[src/hw/rtl/brt_pkg.sv]
// ----------------------------------------------------------------------------
// brt_pkg
// Shared types, opcodes and register map of the byte register timer.
// ----------------------------------------------------------------------------
package brt_pkg;

  localparam int NUM_REGS_DEF = 32;
  localparam int OP_W         = 2;
  localparam int IDX_W        = 6;
  localparam int DATA_W       = 8;
  localparam int CNT_W        = 24;

  // Operation codes
  localparam logic [OP_W-1:0] OP_READ  = 2'd0;
  localparam logic [OP_W-1:0] OP_WRITE = 2'd1;
  localparam logic [OP_W-1:0] OP_TICK  = 2'd2;

  // Register map
  localparam logic [IDX_W-1:0] IDX_CTRL  = 6'd16;
  localparam logic [IDX_W-1:0] IDX_PRE_H = 6'd19;
  localparam logic [IDX_W-1:0] IDX_PRE_M = 6'd20;
  localparam logic [IDX_W-1:0] IDX_PRE_L = 6'd21;
  localparam logic [IDX_W-1:0] IDX_CNT_H = 6'd23;
  localparam logic [IDX_W-1:0] IDX_CNT_M = 6'd24;
  localparam logic [IDX_W-1:0] IDX_CNT_L = 6'd25;

  // Control register layout
  localparam int CTRL_EN_BIT   = 0;
  localparam int CTRL_ROLL_BIT = 4;
  localparam logic [DATA_W-1:0] CTRL_WR_MASK = 8'hF7;

  localparam logic [DATA_W-1:0] BAD_IDX_DATA = 8'hFF;
  localparam logic [DATA_W-1:0] REG_RST_ALT  = 8'h0F;
  localparam logic [CNT_W-1:0]  CNT_ALL_ONES = 24'hFFFFFF;

  typedef struct packed {
    logic              fire;
    logic [OP_W-1:0]   op;
    logic [IDX_W-1:0]  reg_index;
    logic [DATA_W-1:0] write_data;
  } req_t;

  typedef struct packed {
    logic [DATA_W-1:0] read_data;
    logic              timer_interrupt;
  } rsp_t;

  // Reset value of a general register entry
  function automatic logic [DATA_W-1:0] reg_rst_val(input int idx);
    return (idx == 5 || idx == 17) ? REG_RST_ALT : '0;
  endfunction

  // Output modes 5 and 7 raise the interrupt at terminal count
  function automatic logic irq_mode(input logic [DATA_W-1:0] ctrl);
    return (ctrl[7:5] == 3'd5) || (ctrl[7:5] == 3'd7);
  endfunction

endpackage

[src/hw/rtl/brt_if.sv]
// ----------------------------------------------------------------------------
// brt_if
// Valid/ready channel interfaces for bus items and timer results.
// ----------------------------------------------------------------------------
interface brt_in_if;
  logic                        valid;
  logic                        ready;
  logic [brt_pkg::OP_W-1:0]    op;
  logic [brt_pkg::IDX_W-1:0]   reg_index;
  logic [brt_pkg::DATA_W-1:0]  write_data;

  modport source (output valid, output op, output reg_index, output write_data,
                  input ready);
  modport sink   (input valid, input op, input reg_index, input write_data,
                  output ready);
endinterface

interface brt_out_if;
  logic                        valid;
  logic                        ready;
  logic [brt_pkg::DATA_W-1:0]  read_data;
  logic                        timer_interrupt;

  modport source (output valid, output read_data, output timer_interrupt,
                  input ready);
  modport sink   (input valid, input read_data, input timer_interrupt,
                  output ready);
endinterface

[src/hw/rtl/byte_register_timer_24bit.sv]
// ----------------------------------------------------------------------------
// byte_register_timer_24bit
// 24-bit interval timer behind a file of byte registers.
// ----------------------------------------------------------------------------
// Usage:
//  - in_ch carries one item per transfer: op (read, write, tick), reg_index
//    and write_data. out_ch returns exactly one result per item: read_data
//    (register byte on a read, else zero) and timer_interrupt (pulse).
//  - Registers 19..21 hold the preload and 23..25 the live count, high byte
//    first. Register 16 is timer control (bit 0 enable, bit 4 rollover,
//    bits 7..5 output mode). Indexes at or above NUM_REGS read 0xFF.
//  - Path: an input transfer is held in the input stage register, then
//    executed into the result register.
//  - Throughput: one item per cycle while out_ch is not stalled, set by the
//    single execute stage, which updates the register file and counter per fire.
//  - Stalls: when out_ready is low the result register holds, the input
//    stage holds its item, and in_ready drops only once both are full.
//  - Reset (rst_n low, synchronous): registers clear to zero except entries
//    5 and 17 (0x0F); count and preload clear; both stages empty.
// ----------------------------------------------------------------------------
module byte_register_timer_24bit #(
  parameter int NUM_REGS = brt_pkg::NUM_REGS_DEF
) (
  input logic      clk,
  input logic      rst_n,
  brt_in_if.sink   in_ch,
  brt_out_if.source out_ch
);

  // Input stage
  logic                        s1_valid_r;
  logic [brt_pkg::OP_W-1:0]    s1_op_r;
  logic [brt_pkg::IDX_W-1:0]   s1_idx_r;
  logic [brt_pkg::DATA_W-1:0]  s1_data_r;

  // Result stage
  logic                        out_valid_r;
  brt_pkg::rsp_t               out_rsp_r;

  logic                        exec_fire;
  brt_pkg::req_t               req;
  brt_pkg::rsp_t               rsp;

  // the execute stage moves when its item has somewhere to go
  assign exec_fire   = s1_valid_r && (!out_valid_r || out_ch.ready);
  assign in_ch.ready = !s1_valid_r || exec_fire;

  assign req.fire       = exec_fire;
  assign req.op         = s1_op_r;
  assign req.reg_index  = s1_idx_r;
  assign req.write_data = s1_data_r;

  brt_core #(
    .NUM_REGS (NUM_REGS)
  ) u_core (
    .clk   (clk),
    .rst_n (rst_n),
    .req   (req),
    .rsp   (rsp)
  );

  always_ff @(posedge clk) begin
    if (!rst_n) begin
      s1_valid_r <= 1'b0;
    end else if (in_ch.ready) begin
      s1_valid_r <= in_ch.valid;
    end
    if (in_ch.ready && in_ch.valid) begin
      s1_op_r   <= in_ch.op;
      s1_idx_r  <= in_ch.reg_index;
      s1_data_r <= in_ch.write_data;
    end
  end

  always_ff @(posedge clk) begin
    if (!rst_n) begin
      out_valid_r <= 1'b0;
    end else if (exec_fire) begin
      out_valid_r <= 1'b1;
    end else if (out_ch.ready) begin
      out_valid_r <= 1'b0;
    end
    if (exec_fire) begin
      out_rsp_r <= rsp;
    end
  end

  assign out_ch.valid           = out_valid_r;
  assign out_ch.read_data       = out_rsp_r.read_data;
  assign out_ch.timer_interrupt = out_rsp_r.timer_interrupt;

  // a pending item in the input stage is never dropped while stalled
  a_s1_hold: assert property (@(posedge clk) disable iff (!rst_n)
    s1_valid_r && !exec_fire |=> s1_valid_r) else $error("input item lost");

  // execute only fires into an empty or draining result register
  a_no_overrun: assert property (@(posedge clk) disable iff (!rst_n)
    exec_fire |-> !out_valid_r || out_ch.ready) else $error("result overrun");

endmodule

[src/hw/rtl/brt_core.sv]
// ----------------------------------------------------------------------------
// brt_core
// Register file, preload and count registers; executes one item per fire.
// ----------------------------------------------------------------------------
module brt_core #(
  parameter int NUM_REGS = brt_pkg::NUM_REGS_DEF
) (
  input  logic          clk,
  input  logic          rst_n,
  input  brt_pkg::req_t req,
  output brt_pkg::rsp_t rsp
);

  localparam int AW = $clog2(NUM_REGS);

  logic [brt_pkg::DATA_W-1:0] regs_r [NUM_REGS];
  logic [brt_pkg::CNT_W-1:0]  count_r, count_nxt;
  logic [brt_pkg::CNT_W-1:0]  reload_r, reload_nxt;

  logic [brt_pkg::DATA_W-1:0] ctrl;
  logic                       idx_ok;
  logic [AW-1:0]              addr;
  logic                       reg_we;
  logic [brt_pkg::DATA_W-1:0] reg_wdata;
  logic [brt_pkg::CNT_W-1:0]  load_val;
  logic [brt_pkg::DATA_W-1:0] wd;

  assign ctrl   = regs_r[AW'(brt_pkg::IDX_CTRL)];
  assign idx_ok = req.reg_index < brt_pkg::IDX_W'(NUM_REGS);
  assign addr   = req.reg_index[AW-1:0];
  assign wd     = req.write_data;

  always_comb begin
    count_nxt  = count_r;
    reload_nxt = reload_r;
    reg_we     = 1'b0;
    reg_wdata  = wd;
    rsp        = '0;
    load_val   = (count_r == '0) ?
                 (ctrl[brt_pkg::CTRL_ROLL_BIT] ? brt_pkg::CNT_ALL_ONES : reload_r) :
                 count_r;
    unique case (req.op)
      brt_pkg::OP_READ: begin
        if (!idx_ok) begin
          rsp.read_data = brt_pkg::BAD_IDX_DATA;
        end else begin
          unique case (req.reg_index)
            brt_pkg::IDX_PRE_H: rsp.read_data = reload_r[23:16];
            brt_pkg::IDX_PRE_M: rsp.read_data = reload_r[15:8];
            brt_pkg::IDX_PRE_L: rsp.read_data = reload_r[7:0];
            brt_pkg::IDX_CNT_H: rsp.read_data = count_r[23:16];
            brt_pkg::IDX_CNT_M: rsp.read_data = count_r[15:8];
            brt_pkg::IDX_CNT_L: rsp.read_data = count_r[7:0];
            default:            rsp.read_data = regs_r[addr];
          endcase
        end
      end
      brt_pkg::OP_WRITE: begin
        if (idx_ok) begin
          unique case (req.reg_index)
            brt_pkg::IDX_CTRL: begin
              reg_we    = 1'b1;
              reg_wdata = wd & brt_pkg::CTRL_WR_MASK;
              // enable edge with an already expired count
              rsp.timer_interrupt = !ctrl[brt_pkg::CTRL_EN_BIT] &&
                                    wd[brt_pkg::CTRL_EN_BIT] &&
                                    (count_r == '0) && brt_pkg::irq_mode(wd);
            end
            brt_pkg::IDX_PRE_H: reload_nxt[23:16] = wd;
            brt_pkg::IDX_PRE_M: reload_nxt[15:8]  = wd;
            brt_pkg::IDX_PRE_L: reload_nxt[7:0]   = wd;
            brt_pkg::IDX_CNT_H: count_nxt[23:16]  = wd;
            brt_pkg::IDX_CNT_M: count_nxt[15:8]   = wd;
            brt_pkg::IDX_CNT_L: count_nxt[7:0]    = wd;
            default:            reg_we = 1'b1;
          endcase
        end
      end
      brt_pkg::OP_TICK: begin
        if (ctrl[brt_pkg::CTRL_EN_BIT]) begin
          count_nxt           = load_val - 1'b1;
          rsp.timer_interrupt = (count_nxt == '0) && brt_pkg::irq_mode(ctrl);
        end
      end
      default: ;
    endcase
  end

  always_ff @(posedge clk) begin
    for (int i = 0; i < NUM_REGS; i++) begin
      if (!rst_n) begin
        regs_r[i] <= brt_pkg::reg_rst_val(i);
      end else if (req.fire && reg_we && addr == AW'(i)) begin
        regs_r[i] <= reg_wdata;
      end
    end
    if (!rst_n) begin
      count_r  <= '0;
      reload_r <= '0;
    end else if (req.fire) begin
      count_r  <= count_nxt;
      reload_r <= reload_nxt;
    end
  end

  // control bit 3 never stores a one
  a_ctrl_bit3: assert property (@(posedge clk) disable iff (!rst_n)
    !ctrl[3]) else $error("ctrl bit 3 set");

  // a disabled timer does not count on a tick
  a_tick_off: assert property (@(posedge clk) disable iff (!rst_n)
    req.fire && req.op == brt_pkg::OP_TICK && !ctrl[brt_pkg::CTRL_EN_BIT]
    |=> $stable(count_r)) else $error("count moved while disabled");

  // reads never raise the interrupt, non-reads return zero data
  a_rsp_shape: assert property (@(posedge clk) disable iff (!rst_n)
    req.op != brt_pkg::OP_READ |-> rsp.read_data == '0)
    else $error("data on non-read");

  a_read_irq: assert property (@(posedge clk) disable iff (!rst_n)
    req.op == brt_pkg::OP_READ |-> !rsp.timer_interrupt)
    else $error("interrupt on read");

endmodule

[src/flat_wrapper.sv]
// flat-port wrapper written by rule: the top's interface ports become plain ports
module byte_register_timer_24bit_flat 
#(
  parameter int NUM_REGS = brt_pkg::NUM_REGS_DEF
)
  (clk, rst_n, in_ch_valid, in_ch_op, in_ch_reg_index, in_ch_write_data, in_ch_ready, out_ch_valid, out_ch_read_data, out_ch_timer_interrupt, out_ch_ready);
  brt_in_if in_ch_i ();
  brt_out_if out_ch_i ();
  input logic clk;
  input logic rst_n;
  input wire logic [$bits(in_ch_i.valid)-1:0] in_ch_valid;
  input wire logic [$bits(in_ch_i.op)-1:0] in_ch_op;
  input wire logic [$bits(in_ch_i.reg_index)-1:0] in_ch_reg_index;
  input wire logic [$bits(in_ch_i.write_data)-1:0] in_ch_write_data;
  output wire logic [$bits(in_ch_i.ready)-1:0] in_ch_ready;
  output wire logic [$bits(out_ch_i.valid)-1:0] out_ch_valid;
  output wire logic [$bits(out_ch_i.read_data)-1:0] out_ch_read_data;
  output wire logic [$bits(out_ch_i.timer_interrupt)-1:0] out_ch_timer_interrupt;
  input wire logic [$bits(out_ch_i.ready)-1:0] out_ch_ready;
  assign in_ch_i.valid = in_ch_valid;
  assign in_ch_i.op = in_ch_op;
  assign in_ch_i.reg_index = in_ch_reg_index;
  assign in_ch_i.write_data = in_ch_write_data;
  assign in_ch_ready = in_ch_i.ready;
  assign out_ch_valid = out_ch_i.valid;
  assign out_ch_read_data = out_ch_i.read_data;
  assign out_ch_timer_interrupt = out_ch_i.timer_interrupt;
  assign out_ch_i.ready = out_ch_ready;
  byte_register_timer_24bit #(.NUM_REGS(NUM_REGS)) u_core (.clk(clk), .rst_n(rst_n), .in_ch(in_ch_i), .out_ch(out_ch_i));
endmodule
[config.mk]
export PLATFORM = sky130hd
export DESIGN_NAME = byte_register_timer_24bit_flat
export DESIGN_NICKNAME = d
export VERILOG_FILES = /design/src/hw/rtl/brt_pkg.sv /design/src/hw/rtl/brt_if.sv /design/src/hw/rtl/byte_register_timer_24bit.sv /design/src/hw/rtl/brt_core.sv /design/src/flat_wrapper.sv
export SDC_FILE = /design/constraint.sdc
export NUM_CORES = 1
export LEC_CHECK = 0
export BUFFER_PORTS_ARGS = -buffer_cell sky130_fd_sc_hd__buf_2
export CORE_MARGIN = 3
export CORE_UTILIZATION = 55
export CTS_CLUSTER_SIZE = 10
export DETAILED_ROUTE_END_ITERATION = 16
export PLACE_DENSITY = 0.68
export SLEW_MARGIN = 20
export SYNTH_ARGS = -nofsm -noshare
export SYNTH_HDL_FRONTEND = slang
export SYNTH_SLANG_ARGS = --single-unit
export TNS_END_PERCENT = 50
[constraint.sdc]
create_clock -name clk -period 11.1 [get_ports clk]
set_input_delay 0.555 -clock clk [delete_from_list [all_inputs] [get_ports clk]]
set_output_delay 0.555 -clock clk [all_outputs]
set_load 0.1 [all_outputs]
* Yosys cells after proc, flatten, opt, wreduce, memory -nomap -nowiden
Memory sizes are Yosys's and may differ from the RTL's. A register that Yosys moved wholly into a read port is not among the register bits.
Cells that the tools add are included.
** Word-level totals
- Word-level logic and storage cells :: 308
- Output and inout bits :: 11
- Input port bits :: 20
- Bits in registers :: 75
- RAM bits :: 256
- Memories :: 1
** Memories
- u_core.u_core.regs_r :: depth 32, bits a word 8, rd ports 2, clocked after Yosys merged registers in 1, wr ports 32, RTL line brt_core.sv:16 : logic [brt_pkg::DATA_W-1:0] regs_r [NUM_REGS];
** Cells by class
- $add $sub $neg :: 1
- Equal/unequal tests :: 49
- Multiplexer cells :: 152
- $lt $le $gt $ge :: 1
- Reduce and logical (&&, ||, !) cells :: 59
- Bitwise logic cells :: 32
** Operators with widths (count)
- $mux W8 :: 36
- $mux W1 :: 105
- $mux W24 :: 4
- $eq A5 B5 Y1 const B :: 16
- $logic_not A24 Y1 :: 2
- $pmux W24 S2 :: 1
- $pmux W8 S6 :: 1
- $eq A6 B5 Y1 const B :: 7
- $eq A5 B4 Y1 const B :: 8
- $logic_and A1 B1 Y1 :: 39
- $or A1 B1 Y1 :: 32
- $sub A24 B1 Y24 const B :: 1
- $eq A5 B3 Y1 const B :: 4
- $reduce_and A5 Y1 :: 3
- $eq A3 B3 Y1 const B :: 4
- $mux W4 :: 3
- $reduce_and A4 Y1 :: 3
- $eq A5 B2 Y1 const B :: 2
- $lt A6 B6 Y1 const B :: 1
- $ne A2 B2 Y1 const B :: 3
- $reduce_or A6 Y1 :: 1
- $eq A5 B1 Y1 const B :: 1
- $logic_not A5 Y1 :: 1
- $mux W5 :: 1
- 8 further kinds :: 15

* Logic depth before layout (Yosys ltp)
Gate-level depths: netlist of the first run.
- Word-level depth :: 11
- Mapped depth :: 18

* Hierarchy
A second synthesis of the first run with hierarchy kept.
** Second synthesis, totals
- Cells, all modules :: 1269
- Area, all modules :: 16173.0 um^2
** By module, submodules not included
- brt_core :: times used 1, cells an instance 1235, sequential area each 8648.3 um^2, area an instance 15318.4 um^2
- byte_register_timer_24bit :: times used 1, cells an instance 34, sequential area each 790.8 um^2, area an instance 854.6 um^2

* Least setup slack after synthesis of the first run
No wires, ideal clock.
- Kind :: reg-to-reg
- Start point :: memory u_core.u_core.regs_r[16][4] (netlist bit)
- End point :: register u_core.out_rsp_r (netlist bit u_core.out_ch.timer_interrupt) (data pin)
- Arrival time :: 3.534 ns
- Cell stages (with the launch flop) :: 15
- Slack :: 7.421 ns
- Library setup time :: 0.145 ns
- Path through :: edfxtp_1 -> clkbuf_1 -> clkbuf_1 -> buf_1 -> or2_2 -> a21oi_1 -> ha_1 -> nor3b_1 -> nand4_1 -> nor4_1 -> o21ai_0 -> or3b_2 -> a21oi_1 -> nand4_1 -> o21ai_1
** RTL lines
- start: declaration :: RTL line brt_core.sv:16
- end signal: assignment :: RTL line byte_register_timer_24bit.sv:84 : out_rsp_r <= rsp;
- end: declaration :: RTL line byte_register_timer_24bit.sv:38 : brt_pkg::rsp_t out_rsp_r;

==> results.cfg, run 1 <==
[status]
status = completed

[setup_path]
path_cells = nor4_4 -> and4b_1 -> nand2_1 -> nor2_1 -> nor2_1 -> ha_1 -> nor3b_1 -> nand2_1 -> o32a_1 -> a221oi_1 -> nand4_1 -> nor4_1 -> nand4_1 -> o21ai_1
path_class = flop to flop
crit_buf_inv = 0
arrival_ns = 5.32
cp-end-kind = flop
critPathMaxFanout = 20
cp_slowest_cell = nor3b_1
startpoint_type = flop
cp_slowest_stage_delay_ns = 0.68
cp_top_family = simple AND/OR/NAND/NOR gates
worstPathRequired_ns = 11.47

[final_layout]
final_nets = 1368
area_delta_synth_final_pct = 11.92
postLayoutCoreUtil_pct = 63.05
drive_above_1_share_pct = 16.82
antenna_cells = 0

[timing]
period_needed_ns = 4.947
setup_slack_ns = 6.153
hold_viol = 0
fin_crit_sh_pct = 44.56
setup_violations = 0
maxSlewViolCount = 0
rsz0062_at_grt = no
worst_pin_slew_ns = 1.126
clock_skew_ns = 0.01939
tns_ns = 0
relSlewSlack_pct = 24.15
max_freq_mhz = 202.2

[placed_design]
hpwl_um = 32280
place_congestion = 0.9457
port_buffers = 30
pre_cts_ws_ns = 6.312

[synth]
synth-xor-area-share_pct = 0.4287
ys_top_cells_by_area = edfxtp_1 52%, mux4_2 11%, dfxtp_1 6.7%
yosys.area.top_type_share_pct = 51.63
synth_compound_area_share_pct = 7.227
synth.distinct_cells = 72
ys_warn_count = 0
syn_inst = 1272
muxShareOfSynthArea_pct = 13.70
synth-seq-area-share_pct = 58.37
synthFlopType = edfxtp_1
syn_avg_cell_area_um2 = 12.85
yosysTopAreaCell = edfxtp_1
synth-simple-area-share_pct = 17.37
synth_async_sr_flop_share_pct = 0
synth_top_family_by_area = simple AND/OR/NAND/NOR gates
synth_seq_cells = 336
synthAdderAreaFrac_pct = 0.3828
netlist_area_um2 = 16340
synth_edf_count = 281

[clock_tree]
cts_hold_buffers = 0
clk_pin_slew_ns = 0.06
ctsResizeCount = 0
cts-root-buf = clkbuf_16
cts_buffer_depth = 3
cts_tree = built
post-cts-setup-buffers = 0
clock_sinks = 336
numCtsBuffers = 40
htreeDepth = 2
worstSkewPairLatency_ns = 0.52

[power_and_ir_drop]
p_total_uw = 3052
power-per-cell-area_nw_per_um2 = 166.9
p_sw_uw = 784.4
pwr-share-clk_pct = 39.1
p_int_uw = 2268
p_leak_uw = 0.006578
p_seq_share_pct = 47.4
peakVddDrop_v = 0.0001374
combPwrFrac_pct = 13.5
power.share.switching_pct = 25.70

[global_route]
grt_antenna_before_repair = 2
grt_start_max_net_pins = 65
grt_pass1_wl_um = 70950
grt_pass1_vias = 10912
grt_overflow = 0
track_usage_pct = 30.69

[detailed_routing]
dr.pass1.iters = 8
drt.antenna.violating_nets = 0
wl_per_cell_um = 27.38
drc = 0
drt_iter0_markers = 1332
routed_wl_um = 48100
vias = 11262
vias_per_cell = 6.410

[floorplan]
core_region_area_um2 = 29010
start_util_pct = 56.33
pin_count = 31
die_area_um2 = 31820
fp.dieW_um = 178.4
rows = 62
die_y_um = 178.4

[job]
maxCapViolCount = 0

[hold_path]
hp-class = primary input to flop
==> power by group through the flow <==
stage	logic, µW	registers [µW]	clock network [µW]
final	411	1450	1190
after detailed placement	402	1470	0
after global placement	403	1470	0
after CTS	404	1450	1210
after global routing	434	1450	1250
after floorplan	274	1470	0
==> worst reg2reg max path: stages (launching register included) <==
cell	delay [ns]
dfxtp_1	0.65
nor4_4	0.14
and4b_1	0.33
nand2_1	0.67
nor2_1	0.12
nor2_1	0.17
ha_1	0.22
nor3b_1	0.68
nand2_1	0.24
o32a_1	0.38
a221oi_1	0.34
nand4_1	0.20
nor4_1	0.33
nand4_1	0.14
o21ai_1	0.17
==> layout by cell type, fill, tap and decap left out, types with 17 or more instances in the layout <==
cell type	n
edfxtp_1	281
o21ai_0	45
nor3_1	48
buf_2	30
conb_1	49
dfxtp_1	53
nand2_1	40
mux4_2	80
and2_1	164
clkbuf_16	40
clkbuf_1	26
nor2_1	124
and3_1	17
buf_4	42
nand3_1	25
mux2i_1	37
a21oi_1	47
==> per-stage QoR <==
stage	cell area (µm²)	std cells	hold WS, ns
3_5_place_dp	17120	1685	0.5365
3_3_place_gp	17120	1685	0.5059
5_1_grt	18290	1757	0.2013
4_1_cts	18290	1757	0.1995
2_1_floorplan	16520	1320	0.4757
6_report	18290	1757	0.2174
==> cells in the mapped netlist (7+ instances only) <==
master and number:
a211oi_1 12, a21oi_1 47, a222oi_1 8, a22oi_1 9, a31oi_1 8, and2_1 164, and3_1 17, buf_1 13
clkbuf_1 71, dfxtp_1 55, edfxtp_1 281, inv_1 12, mux2i_1 37, mux4_2 80, nand2_1 40, nand2b_1 7
nand3_1 25, nand4_1 9, nor2_1 124, nor2b_1 8, nor3_1 48, nor4_1 14, o21a_1 8, o21ai_0 50
or2_2 13, or3_1 15
==> worst paths after layout <==
kind | end | cells past startpoint | start | slack [ns]
setup reg to reg | u_core.out_ch.timer_interrupt$_DFFE_PP_ | 14 | u_core.u_core.count_r[7]$_SDFFE_PN0P_ | 6.15
hold / removal | u_core.s1_idx_r[5]$_DFFE_PP_ | 1 | in_ch_reg_index[5] | 0.22
setup / recovery | u_core.out_ch.timer_interrupt$_DFFE_PP_ | 14 | u_core.u_core.count_r[7]$_SDFFE_PN0P_ | 6.15
hold reg to reg | u_core.s1_valid_r$_SDFFE_PN0N_ | 2 | u_core.s1_valid_r$_SDFFE_PN0N_ | 0.55
==> kinds of logic (layout without fill, tap and decap cells) <==
kind of cell	after synthesis	after routing
simple gates	514	514
mux	123	123
fa+ha+maj	5	5
other cells	1	49
compound gates	181	181
flops	336	336
xor+xnor	8	8
buf+inv	104	157
==> sequential cells by signal, summed over array words and instances (netlist names), named ones only <==
name / cells
u_core.s1_idx_r: 6
u_core.u_core.regs_r: 256
u_core.u_core.count_r: 24
u_core.out_ch.valid: 1
u_core.u_core.reload_r: 24
u_core.out_ch.read_data: 8
u_core.out_ch.timer_interrupt: 1
u_core.s1_data_r: 8
u_core.s1_valid_r: 1
u_core.s1_op_r: 2
==> per-layer routing <==
layer / share of wire, % / up-vias / wire [µm] / global-route usage [%]
li1: - / 4940 / - / -
met1: 42 / 5628 / 20220 / 45.35
met2: 44 / 604 / 21070 / 43.89
met3: 11 / 86 / 5410 / 9.621
met4: 2.8 / 4 / 1363 / 9.091
met5: 0.064 / - / 31 / 0
==> cell type report <==
| type | instances | area, µm² |
|---|---|---|
| multi-input cells | 880 | 6576 |
| well taps | 384 | 480.5 |
| clock inverters | 5 | 63.81 |
| repair buffers | 72 | 465.4 |
| inverters | 13 | 48.80 |
| fillers | 2209 | 10720 |
| clock buffers | 67 | 1112 |
| flip-flops and latches | 336 | 9544 |
No activity file was read; power rests on OpenSTA's default activity.
==> inputs of run 2 (changes only) <==
Settings changed: ABC_AREA from default to 1, PLACE_DENSITY 0.68 to 0.71.
Clock period 11.1 ns to 4.2 ns, I/O delays scaled along.
==> results.cfg, run 2 <==
[status]
status = completed

[floorplan]
rows = 62
pin_count = 31
die_area_um2 = 31980
start_util_pct = 56.48
fp.dieW_um = 178.8
core_region_area_um2 = 29090
die_y_um = 178.8

[synth]
synth_async_sr_flop_share_pct = 0
ys_top_cells_by_area = edfxtp_1 51%, nor2_1 7.0%, dfxtp_1 6.7%
synth.distinct_cells = 43
syn_avg_cell_area_um2 = 9.427
netlist_area_um2 = 16430
ys_warn_count = 0
synthFlopType = edfxtp_1
yosysTopAreaCell = edfxtp_1
synth_common_cells = 306 x nor2_1, 281 x edfxtp_1, 223 x nand2_1
yosys.area.top_type_share_pct = 51.36
synth_seq_cells = 336
synth_most_common_cell = nor2_1
syn_inst = 1743
synth_edf_count = 281
synth-seq-area-share_pct = 58.06

[detailed_routing]
drt.antenna.violating_nets = 0
dr.pass1.iters = 6
routed_wl_um = 46660
drt_iter0_markers = 1643
wl_per_cell_um = 21.08
drc = 0
vias = 12960
vias_per_cell = 5.856

[clock_tree]
worstSkewPairLatency_ns = 0.54
cts_buffer_depth = 3
clk_pin_slew_ns = 0.06
htreeDepth = 2
cts-root-buf = clkbuf_16
post-cts-setup-buffers = 0
clock_sinks = 336
cts_tree = built
numCtsBuffers = 39

[final_layout]
drive_above_1_share_pct = 8.201
reg.largest.list = u_core.u_core.regs_r x256, u_core.u_core.count_r x24, u_core.u_core.reload_r x24
area_delta_synth_final_pct = 11.67
nFillCells = 2503
final_cells = 2213
final_nets = 1831
final_cell_mix = 306 x nor2_1, 281 x edfxtp_1, 223 x nand2_1
largest_reg_flops = 256
antenna_cells = 0
seq_area_um2 = 9544
top_register = u_core.u_core.regs_r
multiInputGateArea_um2 = 6000
final_common_cell = nor2_1

[global_route]
grt_pass1_vias = 12240
met2_usage_pct = 46.17
grt_start_max_net_pins = 74
track_usage_pct = 29.45
busiest_layer = met2
use_met1_pct = 42.42
grt_antenna_before_repair = 0
use_met3_pct = 4.765
grt_pass1_wl_um = 70950
grt_overflow = 0

[timing]
fin_crit_sh_pct = 76.41
clock_skew_ns = 0.02134
rsz0062_at_grt = no
period_needed_ns = 3.209
setup_violations = 0
worst_pin_slew_ns = 0.9661
maxSlewViolCount = 0
relSlewSlack_pct = 35.43
tns_ns = 0
max_freq_mhz = 311.6
hold_viol = 0
hold_ws_ns = 0.3043

[setup_path]
critPathMaxFanout = 26
worstPathRequired_ns = 4.60
cp-end-kind = flop
arrival_ns = 3.61
path_cells = nor2_1 -> nand2_1 -> nor2_4 -> nand3_4 -> nand2_1 -> nand2_1 -> inv_1 -> ha_1 -> nand3_1 -> nand3b_1 -> nor2_1 -> nand3_1 -> nor2_1 -> nand3_1 -> nor2_1 -> nand2_1 -> nor2_1 -> nand2_1 -> a21oi_2
path_class = flop to flop
startpoint_type = flop
cp_slowest_cell = nor2_4
crit_buf_inv = 1
cp_slowest_stage_delay_ns = 0.49
cp_top_family = simple AND/OR/NAND/NOR gates

[placed_design]
place_inst = 2130
place_congestion = 1.006
port_buffers = 30
hpwl_um = 32230

[power_and_ir_drop]
peakVddDrop_v = 0.0003363
p_leak_uw = 0.007324
power-per-cell-area_nw_per_um2 = 450.7

[hold_path]
hp-class = primary input to flop

[job]
maxCapViolCount = 0
-- run 2: what timing repair did --
action | CTS | global route
gates resized for setup | 0 | 0
hold buffers | 19 | 0
endpoints found under the hold margin | 22 | 0
-- run 2: cells by family (layout without fill, tap and decap cells) --
| family | count (synthesis) | after routing | synth area share (%) |
|---|---|---|---|
| other | 1 | 49 | 0.02282 |
| and+or+nand+nor | 691 | 691 | 18.18 |
| DFF | 336 | 336 | 58.06 |
| adders and majority gates | 5 | 5 | 0.3807 |
| muxes | 64 | 64 | 3.899 |
| buffers and inverters | 273 | 311 | 6.526 |
| xor gates and xnor gates | 3 | 3 | 0.1599 |
| AOI/OAI and AO/OA | 370 | 370 | 12.78 |
-- run 2: final cells by class --
type | instances | area share (%)
clock inverter | 3 | 0.3001
clock buffer | 61 | 5.824
inverter | 171 | 3.498
tap | 384 | 2.619
timing repair buffer | 76 | 3.041
multi-input combinational | 1182 | 32.70
sequential | 336 | 52.02
-- run 2: routing by layer --
| metal | routed length, µm | vias up |
|---|---|---|
| met1 | 19590 | 6123 |
| met3 | 4363 | 94 |
| met2 | 21320 | 663 |
| met5 | 0 | - |
| met4 | 1386 | 0 |
| li1 | - | 6080 |
-- run 2: through the flow --
stage	util, %	power [µW]	instance area (µm²)	setup slack, ns
after floorplan	-	4840	16610	1.141
after global placement	58.55	5222	17030	1.102
after detailed placement	58.55	5233	17030	1.047
after CTS	63.07	8259	18350	1.031
after global routing	63.07	8558	18350	0.7114
final	63.07	8269	18350	0.9909
-- run 2: report_power, final --
part           switching [µW]  total, µW  internal (µW)
sequential               69.5       3810           3740
clock                    1310       3060           1750
combinational            1020       1400            380
total                    2400       8270           5870
-- run 2: worst register-to-register path: cells and delay by family, from the launching register on --
| family | cells | cell delay [ns] |
|---|---|---|
| buf+inv | 1 | 0.15 |
| simple gates | 16 | 2.31 |
| compound gates | 1 | 0.11 |
| fa+ha+maj | 1 | 0.16 |
| flops | 1 | 0.32 |
-- run 2: path summary, 6_finish.rpt --
path	start	to	slack, ns	cells after the start
max reg2reg	u_core.u_core.count_r[0]$_SDFFE_PN0P_	u_core.out_ch.timer_interrupt$_DFFE_PP_	0.99	19
min reg2reg	u_core.out_ch.valid$_SDFFE_PN0P_	u_core.out_ch.valid$_SDFFE_PN0P_	0.52	2
max	u_core.u_core.count_r[0]$_SDFFE_PN0P_	u_core.out_ch.timer_interrupt$_DFFE_PP_	0.99	19
min	rst_n	u_core.u_core.reload_r[8]$_SDFFE_PN0P_	0.30	3
==> inputs of run 3 (changes only) <==
Clock period 4.2 ns to 2.8 ns, I/O delays scaled along.
==> results.cfg, run 3 (synthesis gave the netlist of run 2 again) <==
[clock_tree]
cts_buffer_depth = 3
worstSkewPairLatency_ns = 0.54
numCtsBuffers = 39
clock_sinks = 336
cts_tree = built
clk_pin_slew_ns = 0.06
htreeDepth = 2
cts-root-buf = clkbuf_16

[timing]
maxSlewViolCount = 0
rsz0062_at_grt = yes
worst_pin_slew_ns = 0.9195
setup_violations = 0
fin_crit_sh_pct = 95.82
setup_slack_ns = 0.1169
max_freq_mhz = 372.7
period_needed_ns = 2.683
hold_viol = 0
clock_skew_ns = 0.01845
relSlewSlack_pct = 38.63
hold_ws_ns = 0.2681

[global_route]
use_met3_pct = 3.960
busiest_layer = met2
grt_start_max_net_pins = 67
grt_pass1_vias = 12641
grt_overflow = 0
grt_antenna_before_repair = 0
met2_usage_pct = 46.66
use_met1_pct = 41.44
track_usage_pct = 29.20
grt_pass1_wl_um = 70840

[power_and_ir_drop]
peakVddDrop_v = 0.0005552
p_leak_uw = 0.007493
power-per-cell-area_nw_per_um2 = 666.1

[job]
maxCapViolCount = 0

[floorplan]
rows = 62
start_util_pct = 56.48
core_region_area_um2 = 29090
pin_count = 31
fp.dieW_um = 178.8
die_y_um = 178.8
die_area_um2 = 31980

[detailed_routing]
drc = 0
vias = 13238
drt.antenna.violating_nets = 0
drt_iter0_markers = 1749
vias_per_cell = 5.897
wl_per_cell_um = 20.75
routed_wl_um = 46580
dr.pass1.iters = 6

[hold_path]
min_path_cells = 4
hp-class = primary input to flop

[placed_design]
place_congestion = 0.9770
hpwl_um = 32140
placed_cell_area_um2 = 17300
port_buffers = 30
pre_cts_ws_ns = 0.1097

[setup_path]
path_cells = nor2_1 -> nand2_1 -> nor2_4 -> buf_4 -> nand4_1 -> nand2_1 -> nand3_2 -> nor2_2 -> nand2_1 -> xor2_1 -> nor2_1 -> nand2_1 -> nor2_1 -> nand2_1 -> a21oi_2
worstPathRequired_ns = 3.08
arrival_ns = 2.96
rr_worst_depth = 15
path_class = flop to flop
cp_slowest_cell = dfxtp_1
critPathMaxFanout = 14
cp_slowest_stage_delay_ns = 0.33
cp-end-kind = flop
startpoint_type = flop
cpMostUsedCell = nand2_1

[final_layout]
largest_reg_flops = 256
final_cell_mix = 302 x nor2_1, 281 x edfxtp_1, 208 x nand2_1
drive_above_1_share_pct = 11.23
final_nets = 1862
area_delta_synth_final_pct = 13.91
multiInputGateArea_um2 = 6091
nFillCells = 2408
top_register = u_core.u_core.regs_r
reg.largest.list = u_core.u_core.regs_r x256, u_core.u_core.count_r x24, u_core.u_core.reload_r x24
seq_area_um2 = 9544
final_area_um2 = 18720
final_common_cell = nor2_1
antenna_cells = 0

[status]
status = completed
[run 3: changes by cell type in the layout (fill, tap and decap cells not counted), sizes merged]
cell    previous run  this run
buf               57        88
clkinv             5         6
[run 3: stage by stage]
step | setup TNS [ns] | utilization (%) | power [µW] | instances
after detailed placement | 0 | 59.47 | 7914 | 2158
after global placement | 0 | 59.47 | 7892 | 2158
after floorplan | -2.287 | - | 7260 | 1791
after global routing | -0.05358 | 64.34 | 12870 | 2245
final | 0 | 64.34 | 12470 | 2245
after CTS | 0 | 63.97 | 12410 | 2242
[run 3: critical path: cells and delay by family, from the launching register on]
family,cells,cell delay [ns]
compound gates,1,0.05
xor+xnor,1,0.32
buf+inv,1,0.24
flops,1,0.33
simple gates,12,1.48
[run 3: path summary, 6_finish.rpt]
| check | start | endpoint | slack [ns] |
|---|---|---|---|
| min | rst_n | u_core.u_core.reload_r[6]$_SDFFE_PN0P_ | 0.27 |
| min reg2reg | u_core.u_core.reload_r[22]$_SDFFE_PN0P_ | u_core.u_core.reload_r[22]$_SDFFE_PN0P_ | 0.54 |
| max | u_core.u_core.count_r[8]$_SDFFE_PN0P_ | u_core.out_ch.timer_interrupt$_DFFE_PP_ | 0.12 |
| max reg2reg | u_core.u_core.count_r[8]$_SDFFE_PN0P_ | u_core.out_ch.timer_interrupt$_DFFE_PP_ | 0.12 |
[run 3: layout make-up]
cell class,count,share of cell area (%)
Timing Repair Buffer,107,4.492
Clock buffer,61,5.655
Multi-Input combinational cell,1182,32.54
Inverter,171,3.429
Sequential cell,336,50.99
Tap cell,384,2.567
Clock inverter,4,0.3209
[run 3: where the power goes]
part / total (µW) / switching, µW / internal, µW
sequential: 5710 / 94.2 / 5610
combinational: 2220 / 1580 / 642
clock: 4540 / 1940 / 2600
total: 12500 / 3610 / 8860
[run 3: what timing repair did]
action	4_1_cts	5_1_grt
hold buffers	19	0
buffers inserted	0	3
gates resized for setup	0	33
setup endpoints to repair	0	172
hold endpoints to repair	23	0
[run 3: metal layers]
metal | wire length [µm] | share of wire, %
met3 | 4227 | 9.1
met2 | 21390 | 46
met5 | 0 | 0
met4 | 1579 | 3.4
met1 | 19390 | 42
